<file path="src/rtl/ngga_pkg.sv">
package ngga_pkg;

   // Default sizes
   localparam int MAX_FIELD_CHARS_DEF = 20;
   localparam int FRAC_DIGITS_DEF     = 5;

   // Fixed widths
   localparam int INT_DIGITS  = 5;
   localparam int INT_W       = 17;   // up to 99999
   localparam int ICNT_W      = 3;
   localparam int FCNT_W      = 3;
   localparam int FIELD_NUM_W = 5;
   localparam int COORD_W     = 35;
   localparam int MAG_W       = 34;
   localparam int STATUS_W    = 3;
   localparam int COORD_LAT   = 6;    // register stages inside ngga_coord

   localparam logic [MAG_W-1:0] MAG_LIMIT = 34'd10100000000;

   // Reciprocal constants for division by a constant
   localparam logic [17:0] DIV100_MUL   = 18'd167773;     // ceil(2^24/100)
   localparam int          DIV100_SHIFT = 24;
   localparam logic [15:0] DIV15S_MUL   = 16'd34953;      // ceil(2^19/15)
   localparam int          DIV15S_SHIFT = 19;
   localparam logic [28:0] DIV15L_MUL   = 29'd286331154;  // ceil(2^32/15)
   localparam int          DIV15L_SHIFT = 32;
   localparam logic [23:0] TEN_E7       = 24'd10000000;

   // Field positions in the sentence
   localparam logic [FIELD_NUM_W-1:0] FIELD_LAT     = 5'd2;
   localparam logic [FIELD_NUM_W-1:0] FIELD_LAT_DIR = 5'd3;
   localparam logic [FIELD_NUM_W-1:0] FIELD_LON     = 5'd4;
   localparam logic [FIELD_NUM_W-1:0] FIELD_LON_DIR = 5'd5;
   localparam logic [FIELD_NUM_W-1:0] FIELD_NUM_MAX = 5'd31;

   localparam logic [2:0] TAG_LEN = 3'd6;

   // Characters
   localparam logic [7:0] CHAR_NUL    = 8'h00;
   localparam logic [7:0] CHAR_LF     = 8'h0A;
   localparam logic [7:0] CHAR_DOLLAR = 8'h24;
   localparam logic [7:0] CHAR_COMMA  = 8'h2C;
   localparam logic [7:0] CHAR_POINT  = 8'h2E;
   localparam logic [7:0] CHAR_ZERO   = 8'h30;
   localparam logic [7:0] CHAR_NINE   = 8'h39;
   localparam logic [7:0] CHAR_N      = 8'h4E;
   localparam logic [7:0] CHAR_E      = 8'h45;

   typedef enum logic [2:0] {
      KIND_HEADER   = 3'd0,
      KIND_GGA      = 3'd1,
      KIND_OTHER    = 3'd2,
      KIND_EMPTY    = 3'd3,
      KIND_BADSTART = 3'd4
   } line_kind_type;

   typedef enum logic [STATUS_W-1:0] {
      STATUS_OK       = 3'd0,
      STATUS_EMPTY    = 3'd1,
      STATUS_BADSTART = 3'd2,
      STATUS_DROPPED  = 3'd3,
      STATUS_OTHER    = 3'd4
   } status_type;

   // "$GPGGA" by position
   function automatic logic [7:0] gga_tag_char(input logic [2:0] pos);
      logic [7:0] ch;
      case (pos)
         3'd0: ch = 8'h24;
         3'd1: ch = 8'h47;
         3'd2: ch = 8'h50;
         3'd3: ch = 8'h47;
         3'd4: ch = 8'h47;
         3'd5: ch = 8'h41;
         default: ch = 8'h00;
      endcase
      return ch;
   endfunction

   function automatic logic [23:0] pow10(input logic [2:0] idx);
      logic [23:0] p;
      case (idx)
         3'd0: p = 24'd1;
         3'd1: p = 24'd10;
         3'd2: p = 24'd100;
         3'd3: p = 24'd1000;
         3'd4: p = 24'd10000;
         3'd5: p = 24'd100000;
         3'd6: p = 24'd1000000;
         3'd7: p = 24'd10000000;
         default: p = 24'd1;
      endcase
      return p;
   endfunction

endpackage

</file>
<file path="src/rtl/ngga_coord.sv">
// Coordinate field to signed 1e-7 degrees, six register stages.
module ngga_coord #(
   parameter int FRAC_DIGITS = ngga_pkg::FRAC_DIGITS_DEF
) (
   input  logic                              clock,
   input  logic                              en,
   input  logic [ngga_pkg::INT_W-1:0]        int_value,
   input  logic [$clog2(10**FRAC_DIGITS)-1:0] frac_value,
   input  logic [ngga_pkg::FCNT_W-1:0]       frac_count,
   input  logic                              point,
   input  logic                              negative,
   output logic signed [ngga_pkg::COORD_W-1:0] coord
);

   localparam int FRAC_W = $clog2(10**FRAC_DIGITS);
   localparam int INT_W  = ngga_pkg::INT_W;

   // stage 1: degrees = int / 100, fraction scaled to 1e-7 minutes
   logic [34:0]      deg_prod;
   logic [10:0]      deg1_in, deg1_ff;
   logic [FRAC_W+23:0] fx_prod;
   logic [23:0]      fx1_in, fx1_ff;
   logic [INT_W-1:0] int1_ff;
   logic             neg1_ff;

   // stage 2: minutes integer part
   logic [INT_W-1:0] mint2_in, mint2_ff;
   logic [10:0]      deg2_ff;
   logic [23:0]      fx2_ff;
   logic             neg2_ff;

   // stage 3: whole minutes / 60
   logic [31:0]      a_prod;
   logic [10:0]      a3_in, a3_ff;
   logic [INT_W-1:0] mint3_ff;
   logic [10:0]      deg3_ff;
   logic [23:0]      fx3_ff;
   logic             neg3_ff;

   // stage 4: leftover minutes in 1e-7 units, whole degrees
   logic [5:0]       r4;
   logic [29:0]      y4_in, y4_ff;
   logic [11:0]      ds4_in, ds4_ff;
   logic             neg4_ff;

   // stage 5: leftover / 60, whole degrees scaled
   logic [63:0]      q_prod;
   logic [23:0]      q5_in, q5_ff;
   logic [34:0]      dsm5_in, dsm5_ff;
   logic             neg5_ff;

   // output stage
   logic [35:0]                         mag_sum;
   logic [ngga_pkg::MAG_W-1:0]          mag_sat;
   logic signed [ngga_pkg::COORD_W-1:0] coord_in, coord_ff;

   always_comb begin
      deg_prod = 35'(int_value) * 35'(ngga_pkg::DIV100_MUL);
      deg1_in  = point ? 11'(deg_prod >> ngga_pkg::DIV100_SHIFT) : 11'd0;
      fx_prod  = (FRAC_W+24)'(frac_value)
                 * (FRAC_W+24)'(ngga_pkg::pow10(3'd7 - frac_count));
      fx1_in   = fx_prod[23:0];

      mint2_in = int1_ff - INT_W'(INT_W'(deg1_ff) * INT_W'(100));

      a_prod   = 32'(mint2_ff[INT_W-1:2]) * 32'(ngga_pkg::DIV15S_MUL);
      a3_in    = 11'(a_prod >> ngga_pkg::DIV15S_SHIFT);

      r4       = 6'(mint3_ff - INT_W'(INT_W'(a3_ff) * INT_W'(60)));
      y4_in    = 30'(30'(r4) * 30'(ngga_pkg::TEN_E7)) + 30'(fx3_ff);
      ds4_in   = 12'(deg3_ff) + 12'(a3_ff);

      q_prod   = 64'(y4_ff[29:2]) * 64'(ngga_pkg::DIV15L_MUL);
      q5_in    = 24'(q_prod >> ngga_pkg::DIV15L_SHIFT);
      dsm5_in  = 35'(ds4_ff) * 35'(ngga_pkg::TEN_E7);

      mag_sum  = 36'(dsm5_ff) + 36'(q5_ff);
      mag_sat  = (mag_sum > 36'(ngga_pkg::MAG_LIMIT)) ? ngga_pkg::MAG_LIMIT
                                                       : mag_sum[ngga_pkg::MAG_W-1:0];
      coord_in = neg5_ff ? -$signed({1'b0, mag_sat}) : $signed({1'b0, mag_sat});
   end

   always_ff @(posedge clock) begin
      if (en) begin
         deg1_ff  <= deg1_in;
         fx1_ff   <= fx1_in;
         int1_ff  <= int_value;
         neg1_ff  <= negative;

         mint2_ff <= mint2_in;
         deg2_ff  <= deg1_ff;
         fx2_ff   <= fx1_ff;
         neg2_ff  <= neg1_ff;

         a3_ff    <= a3_in;
         mint3_ff <= mint2_ff;
         deg3_ff  <= deg2_ff;
         fx3_ff   <= fx2_ff;
         neg3_ff  <= neg2_ff;

         y4_ff    <= y4_in;
         ds4_ff   <= ds4_in;
         neg4_ff  <= neg3_ff;

         q5_ff    <= q5_in;
         dsm5_ff  <= dsm5_in;
         neg5_ff  <= neg4_ff;

         coord_ff <= coord_in;
      end
   end

   assign coord = coord_ff;

endmodule

</file>
<file path="src/rtl/nmea_gga_position_parser.sv">
// NMEA GGA position parser.
// Input channel (req_valid / req_stall / req_rx_byte): one received character per
// word, accepted on a clock edge with req_valid high and req_stall low.
// Result channel (rsp_valid / rsp_stall / rsp_status / rsp_latitude / rsp_longitude):
// one word per line feed; no other character produces a word. Latitude and
// longitude are signed 1e-7 degree values, zero unless the status is OK.
// Throughput: one character per cycle, sustained, while the result side takes words.
// A line feed's result word reaches rsp_* through the input register, the line
// snapshot and six stages of coordinate arithmetic.
// The arithmetic chain (divide by 100, minutes divided by 60 through reciprocal
// multiplies, scaling by 1e7) sets the stage count.
// When rsp_stall holds a valid result, the whole pipeline freezes; a skid register
// takes one more character, after which req_stall rises (it is a registered signal).
// Reset (synchronous, active high) empties the pipeline and puts the parser at the
// start of a line; the first result word follows the first line feed after reset.
module nmea_gga_position_parser #(
   parameter int MAX_FIELD_CHARS        = ngga_pkg::MAX_FIELD_CHARS_DEF,
   parameter int MINUTE_FRACTION_DIGITS = ngga_pkg::FRAC_DIGITS_DEF
) (
   input  logic                                clock,
   input  logic                                reset,
   input  logic                                req_valid,
   output logic                                req_stall,
   input  logic [7:0]                          req_rx_byte,
   output logic                                rsp_valid,
   input  logic                                rsp_stall,
   output logic [ngga_pkg::STATUS_W-1:0]       rsp_status,
   output logic signed [ngga_pkg::COORD_W-1:0] rsp_latitude,
   output logic signed [ngga_pkg::COORD_W-1:0] rsp_longitude
);

   localparam int FRAC_W = $clog2(10**MINUTE_FRACTION_DIGITS);
   localparam int LEN_W  = $clog2(MAX_FIELD_CHARS + 1);
   localparam int INT_W  = ngga_pkg::INT_W;
   localparam int FCNT_W = ngga_pkg::FCNT_W;
   localparam int ICNT_W = ngga_pkg::ICNT_W;
   localparam int FN_W   = ngga_pkg::FIELD_NUM_W;
   localparam int PIPE_N = ngga_pkg::COORD_LAT - 1;

   // ---------------- input register and skid ----------------
   logic       adv;        // pipeline moves this cycle
   logic       req_acc;
   logic       proc;       // parser consumes byte_ff
   logic       skid_vld_ff;
   logic [7:0] skid_byte_ff;
   logic       byte_vld_ff;
   logic [7:0] byte_ff;
   logic       rsp_valid_ff;

   assign adv       = !(rsp_valid_ff && rsp_stall);
   assign req_acc   = req_valid && !skid_vld_ff;
   assign req_stall = skid_vld_ff;
   assign proc      = adv && byte_vld_ff;

   always_ff @(posedge clock) begin
      if (reset) begin
         byte_vld_ff <= 1'b0;
         skid_vld_ff <= 1'b0;
      end else if (adv) begin
         byte_vld_ff <= skid_vld_ff || req_acc;
         skid_vld_ff <= 1'b0;
      end else if (req_acc) begin
         skid_vld_ff <= 1'b1;
      end
   end

   always_ff @(posedge clock) begin
      if (adv) begin
         byte_ff <= skid_vld_ff ? skid_byte_ff : req_rx_byte;
      end else if (req_acc) begin
         skid_byte_ff <= req_rx_byte;
      end
   end

   // ---------------- parser state ----------------
   logic                    at_start_ff, at_start_in;
   ngga_pkg::line_kind_type kind_ff, kind_in;
   logic [2:0]              hpos_ff, hpos_in;
   logic [FN_W-1:0]         fnum_ff, fnum_in;
   logic                    bad_ff, bad_in;

   // field being received
   logic [LEN_W-1:0]  fld_len_ff, fld_len_in;
   logic [INT_W-1:0]  fld_int_ff, fld_int_in;
   logic [ICNT_W-1:0] fld_icnt_ff, fld_icnt_in;
   logic [FRAC_W-1:0] fld_frac_ff, fld_frac_in;
   logic [FCNT_W-1:0] fld_fcnt_ff, fld_fcnt_in;
   logic              fld_point_ff, fld_point_in;

   // coordinate fields kept as raw digits; converted after the line ends
   logic [INT_W-1:0]  lat_int_ff, lat_int_in, lon_int_ff, lon_int_in;
   logic [FRAC_W-1:0] lat_frac_ff, lat_frac_in, lon_frac_ff, lon_frac_in;
   logic [FCNT_W-1:0] lat_fcnt_ff, lat_fcnt_in, lon_fcnt_ff, lon_fcnt_in;
   logic              lat_point_ff, lat_point_in, lon_point_ff, lon_point_in;
   logic              lat_neg_ff, lat_neg_in, lon_neg_ff, lon_neg_in;

   // field close: state with the current field folded in
   logic              end_bad;
   logic [INT_W-1:0]  end_lat_int, end_lon_int;
   logic [FRAC_W-1:0] end_lat_frac, end_lon_frac;
   logic [FCNT_W-1:0] end_lat_fcnt, end_lon_fcnt;
   logic              end_lat_point, end_lon_point;

   logic              is_coord, is_dir, is_digit;
   logic [3:0]        digit;

   // line snapshot (stage 0)
   logic                        snap_vld_in, snap_vld_ff;
   ngga_pkg::status_type        snap_status_in, snap_status_ff;
   logic [INT_W-1:0]            snap_lat_int_in, snap_lat_int_ff;
   logic [INT_W-1:0]            snap_lon_int_in, snap_lon_int_ff;
   logic [FRAC_W-1:0]           snap_lat_frac_in, snap_lat_frac_ff;
   logic [FRAC_W-1:0]           snap_lon_frac_in, snap_lon_frac_ff;
   logic [FCNT_W-1:0]           snap_lat_fcnt_in, snap_lat_fcnt_ff;
   logic [FCNT_W-1:0]           snap_lon_fcnt_in, snap_lon_fcnt_ff;
   logic                        snap_lat_point_in, snap_lat_point_ff;
   logic                        snap_lon_point_in, snap_lon_point_ff;
   logic                        snap_lat_neg_in, snap_lat_neg_ff;
   logic                        snap_lon_neg_in, snap_lon_neg_ff;

   always_comb begin
      // field close
      end_bad       = bad_ff;
      end_lat_int   = lat_int_ff;
      end_lat_frac  = lat_frac_ff;
      end_lat_fcnt  = lat_fcnt_ff;
      end_lat_point = lat_point_ff;
      end_lon_int   = lon_int_ff;
      end_lon_frac  = lon_frac_ff;
      end_lon_fcnt  = lon_fcnt_ff;
      end_lon_point = lon_point_ff;
      is_coord = (fnum_ff == ngga_pkg::FIELD_LAT) || (fnum_ff == ngga_pkg::FIELD_LON);
      is_dir   = (fnum_ff == ngga_pkg::FIELD_LAT_DIR) || (fnum_ff == ngga_pkg::FIELD_LON_DIR);
      if (is_coord) begin
         if (fld_len_ff >= LEN_W'(MAX_FIELD_CHARS)) begin
            end_bad = 1'b1;
         end
         if (!end_bad) begin
            if (fnum_ff == ngga_pkg::FIELD_LAT) begin
               end_lat_int   = fld_int_ff;
               end_lat_frac  = fld_frac_ff;
               end_lat_fcnt  = fld_fcnt_ff;
               end_lat_point = fld_point_ff;
            end else begin
               end_lon_int   = fld_int_ff;
               end_lon_frac  = fld_frac_ff;
               end_lon_fcnt  = fld_fcnt_ff;
               end_lon_point = fld_point_ff;
            end
         end
      end

      is_digit = (byte_ff >= ngga_pkg::CHAR_ZERO) && (byte_ff <= ngga_pkg::CHAR_NINE);
      digit    = 4'(byte_ff - ngga_pkg::CHAR_ZERO);

      // hold by default
      at_start_in  = at_start_ff;
      kind_in      = kind_ff;
      hpos_in      = hpos_ff;
      fnum_in      = fnum_ff;
      bad_in       = bad_ff;
      fld_len_in   = fld_len_ff;
      fld_int_in   = fld_int_ff;
      fld_icnt_in  = fld_icnt_ff;
      fld_frac_in  = fld_frac_ff;
      fld_fcnt_in  = fld_fcnt_ff;
      fld_point_in = fld_point_ff;
      lat_int_in   = lat_int_ff;
      lat_frac_in  = lat_frac_ff;
      lat_fcnt_in  = lat_fcnt_ff;
      lat_point_in = lat_point_ff;
      lat_neg_in   = lat_neg_ff;
      lon_int_in   = lon_int_ff;
      lon_frac_in  = lon_frac_ff;
      lon_fcnt_in  = lon_fcnt_ff;
      lon_point_in = lon_point_ff;
      lon_neg_in   = lon_neg_ff;

      snap_vld_in       = 1'b0;
      snap_status_in    = ngga_pkg::STATUS_OK;
      snap_lat_int_in   = '0;
      snap_lat_frac_in  = '0;
      snap_lat_fcnt_in  = '0;
      snap_lat_point_in = 1'b0;
      snap_lat_neg_in   = 1'b0;
      snap_lon_int_in   = '0;
      snap_lon_frac_in  = '0;
      snap_lon_fcnt_in  = '0;
      snap_lon_point_in = 1'b0;
      snap_lon_neg_in   = 1'b0;

      if (proc) begin
         if (byte_ff == ngga_pkg::CHAR_LF) begin
            snap_vld_in = 1'b1;
            if (at_start_ff || kind_ff == ngga_pkg::KIND_EMPTY) begin
               snap_status_in = ngga_pkg::STATUS_EMPTY;
            end else if (kind_ff == ngga_pkg::KIND_BADSTART) begin
               snap_status_in = ngga_pkg::STATUS_BADSTART;
            end else if (kind_ff != ngga_pkg::KIND_GGA) begin
               snap_status_in = ngga_pkg::STATUS_OTHER;
            end else if (end_bad) begin
               snap_status_in = ngga_pkg::STATUS_DROPPED;
            end else begin
               snap_status_in    = ngga_pkg::STATUS_OK;
               snap_lat_int_in   = end_lat_int;
               snap_lat_frac_in  = end_lat_frac;
               snap_lat_fcnt_in  = end_lat_fcnt;
               snap_lat_point_in = end_lat_point;
               snap_lat_neg_in   = lat_neg_ff;
               snap_lon_int_in   = end_lon_int;
               snap_lon_frac_in  = end_lon_frac;
               snap_lon_fcnt_in  = end_lon_fcnt;
               snap_lon_point_in = end_lon_point;
               snap_lon_neg_in   = lon_neg_ff;
            end
            // back to start of line
            at_start_in  = 1'b1;
            kind_in      = ngga_pkg::KIND_HEADER;
            hpos_in      = 3'd0;
            fnum_in      = '0;
            bad_in       = 1'b0;
            lat_int_in   = '0;
            lat_frac_in  = '0;
            lat_fcnt_in  = '0;
            lat_point_in = 1'b0;
            lat_neg_in   = 1'b1;
            lon_int_in   = '0;
            lon_frac_in  = '0;
            lon_fcnt_in  = '0;
            lon_point_in = 1'b0;
            lon_neg_in   = 1'b1;
            fld_len_in   = '0;
            fld_int_in   = '0;
            fld_icnt_in  = '0;
            fld_frac_in  = '0;
            fld_fcnt_in  = '0;
            fld_point_in = 1'b0;
         end else if (at_start_ff) begin
            at_start_in = 1'b0;
            if (byte_ff == ngga_pkg::CHAR_NUL) begin
               kind_in = ngga_pkg::KIND_EMPTY;
            end else if (byte_ff == ngga_pkg::CHAR_DOLLAR) begin
               kind_in = ngga_pkg::KIND_HEADER;
               hpos_in = 3'd1;
            end else begin
               kind_in = ngga_pkg::KIND_BADSTART;
            end
         end else if (kind_ff == ngga_pkg::KIND_HEADER) begin
            if (hpos_ff < ngga_pkg::TAG_LEN && byte_ff == ngga_pkg::gga_tag_char(hpos_ff)) begin
               hpos_in = hpos_ff + 3'd1;
               if (hpos_in == ngga_pkg::TAG_LEN) begin
                  kind_in = ngga_pkg::KIND_GGA;
               end
            end else begin
               kind_in = ngga_pkg::KIND_OTHER;
            end
         end else if (kind_ff == ngga_pkg::KIND_GGA) begin
            if (byte_ff == ngga_pkg::CHAR_COMMA) begin
               bad_in       = end_bad;
               lat_int_in   = end_lat_int;
               lat_frac_in  = end_lat_frac;
               lat_fcnt_in  = end_lat_fcnt;
               lat_point_in = end_lat_point;
               lon_int_in   = end_lon_int;
               lon_frac_in  = end_lon_frac;
               lon_fcnt_in  = end_lon_fcnt;
               lon_point_in = end_lon_point;
               fld_len_in   = '0;
               fld_int_in   = '0;
               fld_icnt_in  = '0;
               fld_frac_in  = '0;
               fld_fcnt_in  = '0;
               fld_point_in = 1'b0;
               if (fnum_ff < ngga_pkg::FIELD_NUM_MAX) begin
                  fnum_in = fnum_ff + FN_W'(1);
               end
            end else begin
               if (fld_len_ff < LEN_W'(MAX_FIELD_CHARS)) begin
                  fld_len_in = fld_len_ff + LEN_W'(1);
               end
               if (is_dir) begin
                  // first character of a direction field sets the sign
                  if (fld_len_ff == '0) begin
                     if (fnum_ff == ngga_pkg::FIELD_LAT_DIR) begin
                        lat_neg_in = !(byte_ff == ngga_pkg::CHAR_N
                                       || byte_ff == ngga_pkg::CHAR_E);
                     end else begin
                        lon_neg_in = !(byte_ff == ngga_pkg::CHAR_N
                                       || byte_ff == ngga_pkg::CHAR_E);
                     end
                  end
               end else if (is_coord) begin
                  if (is_digit) begin
                     if (!fld_point_ff) begin
                        if (fld_icnt_ff < ICNT_W'(ngga_pkg::INT_DIGITS)) begin
                           fld_int_in  = INT_W'(fld_int_ff * INT_W'(10)) + INT_W'(digit);
                           fld_icnt_in = fld_icnt_ff + ICNT_W'(1);
                        end else begin
                           bad_in = 1'b1;
                        end
                     end else if (fld_fcnt_ff < FCNT_W'(MINUTE_FRACTION_DIGITS)) begin
                        // later fraction digits are dropped
                        fld_frac_in = FRAC_W'(fld_frac_ff * FRAC_W'(10)) + FRAC_W'(digit);
                        fld_fcnt_in = fld_fcnt_ff + FCNT_W'(1);
                     end
                  end else if (byte_ff == ngga_pkg::CHAR_POINT) begin
                     if (fld_point_ff) begin
                        bad_in = 1'b1;
                     end
                     fld_point_in = 1'b1;
                  end else begin
                     bad_in = 1'b1;
                  end
               end
            end
         end
      end
   end

   always_ff @(posedge clock) begin
      if (reset) begin
         at_start_ff  <= 1'b1;
         kind_ff      <= ngga_pkg::KIND_HEADER;
         hpos_ff      <= 3'd0;
         fnum_ff      <= '0;
         bad_ff       <= 1'b0;
         fld_len_ff   <= '0;
         fld_int_ff   <= '0;
         fld_icnt_ff  <= '0;
         fld_frac_ff  <= '0;
         fld_fcnt_ff  <= '0;
         fld_point_ff <= 1'b0;
         lat_int_ff   <= '0;
         lat_frac_ff  <= '0;
         lat_fcnt_ff  <= '0;
         lat_point_ff <= 1'b0;
         lat_neg_ff   <= 1'b1;
         lon_int_ff   <= '0;
         lon_frac_ff  <= '0;
         lon_fcnt_ff  <= '0;
         lon_point_ff <= 1'b0;
         lon_neg_ff   <= 1'b1;
      end else begin
         at_start_ff  <= at_start_in;
         kind_ff      <= kind_in;
         hpos_ff      <= hpos_in;
         fnum_ff      <= fnum_in;
         bad_ff       <= bad_in;
         fld_len_ff   <= fld_len_in;
         fld_int_ff   <= fld_int_in;
         fld_icnt_ff  <= fld_icnt_in;
         fld_frac_ff  <= fld_frac_in;
         fld_fcnt_ff  <= fld_fcnt_in;
         fld_point_ff <= fld_point_in;
         lat_int_ff   <= lat_int_in;
         lat_frac_ff  <= lat_frac_in;
         lat_fcnt_ff  <= lat_fcnt_in;
         lat_point_ff <= lat_point_in;
         lat_neg_ff   <= lat_neg_in;
         lon_int_ff   <= lon_int_in;
         lon_frac_ff  <= lon_frac_in;
         lon_fcnt_ff  <= lon_fcnt_in;
         lon_point_ff <= lon_point_in;
         lon_neg_ff   <= lon_neg_in;
      end
   end

   // ---------------- line snapshot ----------------
   always_ff @(posedge clock) begin
      if (reset) begin
         snap_vld_ff <= 1'b0;
      end else if (adv) begin
         snap_vld_ff <= snap_vld_in;
      end
   end

   always_ff @(posedge clock) begin
      if (adv) begin
         snap_status_ff    <= snap_status_in;
         snap_lat_int_ff   <= snap_lat_int_in;
         snap_lat_frac_ff  <= snap_lat_frac_in;
         snap_lat_fcnt_ff  <= snap_lat_fcnt_in;
         snap_lat_point_ff <= snap_lat_point_in;
         snap_lat_neg_ff   <= snap_lat_neg_in;
         snap_lon_int_ff   <= snap_lon_int_in;
         snap_lon_frac_ff  <= snap_lon_frac_in;
         snap_lon_fcnt_ff  <= snap_lon_fcnt_in;
         snap_lon_point_ff <= snap_lon_point_in;
         snap_lon_neg_ff   <= snap_lon_neg_in;
      end
   end

   // ---------------- coordinate arithmetic ----------------
   ngga_coord #(
      .FRAC_DIGITS (MINUTE_FRACTION_DIGITS)
   ) u_lat (
      .clock      (clock),
      .en         (adv),
      .int_value  (snap_lat_int_ff),
      .frac_value (snap_lat_frac_ff),
      .frac_count (snap_lat_fcnt_ff),
      .point      (snap_lat_point_ff),
      .negative   (snap_lat_neg_ff),
      .coord      (rsp_latitude)
   );

   ngga_coord #(
      .FRAC_DIGITS (MINUTE_FRACTION_DIGITS)
   ) u_lon (
      .clock      (clock),
      .en         (adv),
      .int_value  (snap_lon_int_ff),
      .frac_value (snap_lon_frac_ff),
      .frac_count (snap_lon_fcnt_ff),
      .point      (snap_lon_point_ff),
      .negative   (snap_lon_neg_ff),
      .coord      (rsp_longitude)
   );

   // valid and status ride alongside the arithmetic stages
   logic                 pipe_vld_ff [PIPE_N];
   ngga_pkg::status_type pipe_status_ff [PIPE_N];
   ngga_pkg::status_type rsp_status_ff;

   always_ff @(posedge clock) begin
      if (reset) begin
         for (int i = 0; i < PIPE_N; i++) begin
            pipe_vld_ff[i] <= 1'b0;
         end
         rsp_valid_ff <= 1'b0;
      end else if (adv) begin
         pipe_vld_ff[0] <= snap_vld_ff;
         for (int i = 1; i < PIPE_N; i++) begin
            pipe_vld_ff[i] <= pipe_vld_ff[i-1];
         end
         rsp_valid_ff <= pipe_vld_ff[PIPE_N-1];
      end
   end

   always_ff @(posedge clock) begin
      if (adv) begin
         pipe_status_ff[0] <= snap_status_ff;
         for (int i = 1; i < PIPE_N; i++) begin
            pipe_status_ff[i] <= pipe_status_ff[i-1];
         end
         rsp_status_ff <= pipe_status_ff[PIPE_N-1];
      end
   end

   assign rsp_valid  = rsp_valid_ff;
   assign rsp_status = rsp_status_ff;

endmodule
</file>
<file path="config.mk">
export PLATFORM = sky130hd
export DESIGN_NAME = nmea_gga_position_parser
export DESIGN_NICKNAME = d
export VERILOG_FILES = /design/src/rtl/ngga_pkg.sv /design/src/rtl/ngga_coord.sv /design/src/rtl/nmea_gga_position_parser.sv
export SDC_FILE = /design/constraint.sdc
export NUM_CORES = 2
export LEC_CHECK = 0
export BUFFER_PORTS_ARGS = -buffer_cell sky130_fd_sc_hd__buf_2
export CAP_MARGIN = 20
export CORE_UTILIZATION = 55
export CTS_CLUSTER_SIZE = 10
export DETAILED_ROUTE_END_ITERATION = 12
export PLACE_DENSITY = 0.76
export SLEW_MARGIN = 20
export SYNTH_ARGS = -nofsm -noshare
export SYNTH_HDL_FRONTEND = slang
export SYNTH_HIERARCHICAL = 1
export SYNTH_SLANG_ARGS = --single-unit
</file>
<file path="constraint.sdc">
create_clock -name clock -period 26.4 [get_ports clock]
set_input_delay 3.96 -clock clock [delete_from_list [all_inputs] [get_ports clock]]
set_output_delay 3.96 -clock clock [all_outputs]
set_load 0.01 [all_outputs]
</file>
# == After elaboration in Yosys (flattened, before gate mapping) ==
# Memory sizes are Yosys's and may differ from the RTL's. A register that Yosys moved wholly into a read port is not among the register bits.
# Index checks and enable logic that the tools add are counted.
# op_classes
n_reduce_logical,52
mux,195
n_addsub,22
mul,18
n_eq_ne,34
bitwise_logic,8
order_cmp,10
# ops
operator,count
17-bit two-way mux,52
3-bit two-way mux,50
34-bit two-way mux,4
"28-bit by 28-bit multiplier with 55-bit output, second input constant",2
35-bit by 24-bit adder with 36-bit output,2
"36-bit by 34-bit greater-than comparator with 1-bit output, second input constant",2
"17-bit by 18-bit multiplier with 35-bit output, second input constant",2
34-bit negation with 35-bit output,2
1-bit two-way mux,69
30-bit by 24-bit adder with 30-bit output,2
"15-bit by 16-bit multiplier with 30-bit output, second input constant",2
5-bit two-way mux,12
"12-bit by 17-bit multiplier with 28-bit output, second input constant",2
17-bit by 24-bit multiplier with 24-bit output,2
"6-bit by 17-bit multiplier with 23-bit output, second input constant",2
8-bit two-way mux,5
17-bit by 4-bit adder with 17-bit output,2
"17-bit by 3-bit multiplier with 16-bit output, second input constant",2
17-bit subtractor,2
"11-bit by 5-bit multiplier with 15-bit output, second input constant",2
7-bit case mux with 4 select lines,1
9-bit AND reduction,3
3-bit nonzero test,9
11-bit by 11-bit adder with 12-bit output,2
47 further kinds,104
# totals
word_cells,424
mem_bits_ro,336
regBits,817
n_memories,4
inputBits,12
mem_bits_rw,20
# memory_table
name,depth,word_bits,rd,rd_ports_with_merged_regs,write_ports,line,source
(no name shown),8,21,1,0,0,ngga_pkg.sv:82,case (idx)
(no name shown),8,21,1,0,0,ngga_pkg.sv:82,
pipe_status_ff,5,3,5,1,5,nmea_gga_position_parser.sv:422,ngga_pkg::status_type pipe_status_ff [PIPE_N];
pipe_vld_ff,5,1,5,1,5,nmea_gga_position_parser.sv:421,logic pipe_vld_ff [PIPE_N];

# == Logic depth before layout (Yosys ltp) ==
# logic_depth
ltp_word,13
ltp_mapped,33
ltp_nobuf,33

# == Cells and area by module ==
# The synthesis kept the hierarchy.
# by_module_without_submodules
module,area_per_inst_um2,seq_area_each_um2,n_inst,cells_per_inst
ngga_coord at u_lon,39908.3,8468.1,1,3920
ngga_coord at u_lat,39888.3,8468.1,1,3881
nmea_gga_position_parser,12558.3,6426.2,1,1243

# == Worst setup path after synthesis ==
# No wires, ideal clock.
# synth_path
path_type,input to register
startpoint,input port rsp_stall
endpoint,register lon_point_ff
arrival_ns,22.203
cell_stages,8
path_slack_ns,4.080
setup_time_ns,0.117
cell_sequence,nand2_1 -> nand2_1 -> nor2_4 -> o211ai_2 -> nor2b_1 -> buf_2 -> buf_6 -> a22o_1
# synth_via
elab_chain_cells,4
# synth_rtl
item,line,source
start: declaration,nmea_gga_position_parser.sv:26,"input logic rsp_stall,"
1-bit logical AND,nmea_gga_position_parser.sv:50,assign adv = !(rsp_valid_ff && rsp_stall);
1-bit logical NOT,nmea_gga_position_parser.sv:50,
1-bit logical AND,nmea_gga_position_parser.sv:53,assign proc = adv && byte_vld_ff;
5-bit AND reduction (no source line),--,
end signal: assignment,nmea_gga_position_parser.sv:363,lon_point_ff <= lon_point_in;
end: declaration,nmea_gga_position_parser.sv:94,"logic lat_point_ff, lat_point_in, lon_point_ff, lon_point_in;"
# Every way passes these cells.
# A chain may end at the register's enable or synchronous reset.

# == Worst setup path after layout ==
# layout_path
startpoint,register u_lon.a3_ff[0]
endpoint,"register u_lon.y4_ff[29], data pin"
# layout_via
elab_chain_cells,4
# layout_rtl
item,line,source
start: declaration,ngga_coord.sv:34,"logic [10:0] a3_in, a3_ff;"
start signal: assignment,ngga_coord.sv:95,a3_ff <= a3_in;
11-bit by 4-bit multiplier with 4-bit output,ngga_coord.sv:69,r4 = 6'(mint3_ff - INT_W'(INT_W'(a3_ff) * INT_W'(60)));
6-bit subtractor,ngga_coord.sv:69,
6-bit by 17-bit multiplier with 23-bit output,ngga_coord.sv:70,y4_in = 30'(30'(r4) * 30'(ngga_pkg::TEN_E7)) + 30'(fx3_ff);
30-bit by 24-bit adder with 30-bit output,ngga_coord.sv:70,
net u_lon.y4_in[29],ngga_coord.sv:42,"logic [29:0] y4_in, y4_ff;"
end signal: assignment,ngga_coord.sv:101,y4_ff <= y4_in;
end: declaration,ngga_coord.sv:42,
# The timed path passes the listed nets, and every way through them passes these cells.

==> results_dict.tcl <==
set metrics [dict create \
    p_int_w 0.002203 \
    antenna-diode-count 0 \
    fin_nets 11654 \
    place_congestion 0.9269 \
    post_cts_buffers 0 \
    via_count 62888 \
    tightestPinTransition_ps 1156 \
    yosysTopAreaCellShare_pct 22.24 \
    detail_route.wirelength_mm 193.9 \
    cts_root_buffer "clkbuf_16" \
    drc_errors 0 \
    post-route-util_pct 58.73 \
    cts_hold_buf 0 \
    yosys_warnings 6 \
    critPathMaxStageDelay_ps 700 \
    rr_worst_depth 31 \
    skew_ps 72.22 \
    power_density_nw_per_um2 29.15 \
    numCtsBuffers 99 \
    cts.sinks 825 \
    switchingPower_w 0.0006540 \
    async_reset_ff_share_pct 0 \
    wl_per_cell_um 17.11 \
    cp.arrival_ps 8420 \
    antenna_left 0 \
    p_clk_share_pct 44.2 \
    p_leak_nw 52.36 \
    cp.required_ps 26850 \
    status "finished clean" \
    dieWidth_um 411.8 \
    initial_utilization_pct 55.35 \
    power_frac_comb_pct 6.3 \
    drt-initial-drc-count 4522 \
    clk_latency_ps 740 \
    finalHoldViolCount 0 \
    cpMaxStageDelayCell "o41ai_1" \
    crit_type "reg2reg" \
    first_global_vias 65857 \
    grt-ovfl-total 0 \
    cts_resized 0 \
    grt_max_degree 142 \
    whs_ps 370.9 \
    antenna_found_initial 0 \
    hold_depth 0 \
    first_pass_iters 6 \
    die_area_um2 169600 \
    crit_path_frequent_cell "ha_1" \
    track_usage_pct 23.34 \
    synth.avg_cell_area_um2 10.21 \
    cts.clk_slew.worst_paths_ps 60 \
    post-synth-top-count-cell "inv_1" \
    drt-vias-per-instance 5.548 \
    synth_area_um2 92350 \
    synth_common_cells "1,865 x inv_1, 1,571 x ha_1, 994 x fa_1" \
    cts_tree "built" \
    period_share_pct 30.20 \
    ys_types 107 \
    grt_setup_unrepaired "false" \
    cts_buffer_depth 3 \
    synth_edf_count 684 \
    cap_violations 0 \
    dpl.hpwl_mm 155.8 \
    area_delta_synth_final_pct 6.105 \
    synth-seq-cells 825 \
    cp-start-kind "flop" \
    synth_area_leaders "edfxtp_1 22%, fa_1 22%, ha_1 21%" \
    yosysSeqAreaShare_pct 25.30 \
    syn-num-nets 11621 \
    pwr-share-seq_pct 49.4 \
    fmax_ghz 0.1254 \
    htree_levels 3 \
    ios 87 \
    tns_ps 0 \
    slew_headroom_pct 21.82 \
    synth_cells 9044 \
    setup_viol 0 \
    grt_pass1_wl_mm 323.7 \
    slew_violations 0 \
    end_kind "flop" \
    ys.flop_type "edfxtp_1" \
    ir_drop_mv 0.05015 \
    cp_max_fo 9 \
    hold_path_class "reg2reg" \
    io_buffers 86 \
    synth_top_area_cell "edfxtp_1" \
    rows 150 \
    switching_share_pct 22.89 \
    layout-drive-gt1-share_pct 3.767 \
    coreArea_um2 166800 \
    period_needed_ps 7972 \
    dieHeight_um 411.8 \
]
-- final cells by class --
class	instances	area [um^2]
Tap cell	2204	2758
Clock inverter	19	292.8
Fill cell	13543	68850
Sequential cell	825	23360
Clock buffer	136	2689
Multi-Input combinational cell	6165	61160
Timing Repair Buffer	121	725.7
Inverter	1865	7000
-- power groups by stage --
stage	logic, W	clock network [W]	registers, W
6_report	0.000181	0.00126	0.00141
3_5_place_dp	0.000177	0	0.00144
4_1_cts	0.000179	0.00129	0.00141
5_1_grt	0.000203	0.00134	0.00141
2_1_floorplan	0.000137	0	0.00144
3_3_place_gp	0.000174	0	0.00144
-- per-layer routing --
layer	global-route usage [%]	vias up	share of wire, %	wire [um]
li1	-	30099	-	-
met2	41.11	1558	50	96530
met1	30.30	30897	43	83920
met4	6.589	0	2.6	5012
met5	0	-	0	0
met3	2.471	334	4.4	8487
-- critical path: cells and delay by family, from the launching register on --
kind | cells | cell delay [ps]
compound gates | 10 | 2720
xor+xnor | 2 | 850
fa+ha+maj | 8 | 2530
buf+inv | 5 | 350
flops | 1 | 420
simple gates | 6 | 780
-- final timing paths --
path                              startpoint                         end  slack [ps]
setup / recovery    u_lon/a3_ff[0]$_DFFE_PP_   u_lon/y4_ff[29]$_DFFE_PP_       18430
setup reg to reg    u_lon/a3_ff[0]$_DFFE_PP_   u_lon/y4_ff[29]$_DFFE_PP_       18430
hold / removal    u_lat/fx1_ff[23]$_DFFE_PP_  u_lat/fx2_ff[23]$_DFFE_PP_         370
hold reg to reg   u_lat/fx1_ff[23]$_DFFE_PP_  u_lat/fx2_ff[23]$_DFFE_PP_         370
-- cell families after synthesis --
family                   count (synthesis)  share of synthesized area (%)
buffers and inverters                 2054                          8.530
flip-flops                             825                          25.30
AND/OR/NAND/NOR                       1896                          9.939
adder cells (fa/ha/maj)               2565                          42.83
multiplexers                            33                         0.3766
AO/OA/AOI/OAI                         1228                          8.803
XOR/XNOR                               443                          4.226
-- cell usage in the layout (no fill, tap or decap), types with 101 or more instances in the layout --
cell type | Yosys | final
edfxtp_1 | 684 | 684
a21o_1 | 112 | 112
nand3_1 | 124 | 124
nor2_1 | 347 | 345
nand2_1 | 702 | 700
a21oi_1 | 379 | 378
fa_1 | 994 | 994
xnor2_1 | 321 | 321
dfxtp_1 | 141 | 141
clkbuf_16 | 0 | 101
o21ai_0 | 194 | 194
and3_1 | 105 | 105
nor3_1 | 123 | 123
and2_1 | 145 | 145
ha_1 | 1571 | 1571
xor2_1 | 119 | 119
inv_1 | 1865 | 1865
-- state kept, by name, indices dropped and copies added, names as in the netlist, 22 cells and up --
register       cells
u_lat/coord       35
u_lon/coord       35
u_lat/dsm5_ff     28
u_lat/y4_ff       28
u_lon/dsm5_ff     28
u_lon/y4_ff       28
u_lat/q5_ff       24
u_lon/q5_ff       24
u_lat/fx1_ff      22
u_lat/fx2_ff      22
u_lat/fx3_ff      22
u_lon/fx1_ff      22
u_lon/fx2_ff      22
u_lon/fx3_ff      22
-- per-stage QoR --
step / instance area [um^2] / total power (W) / cells / setup slack (ps)
floorplan: 92350 / 0.001574 / 9044 / 4080
global placement: 94970 / 0.001612 / 11179 / 18690
detailed placement: 94970 / 0.001616 / 11179 / 18460
CTS: 97950 / 0.002885 / 11334 / 18380
global route: 97990 / 0.002955 / 11335 / 17750
finish: 97990 / 0.002857 / 11335 / 18430
Note: power is estimated with default switching activity, not from simulation.
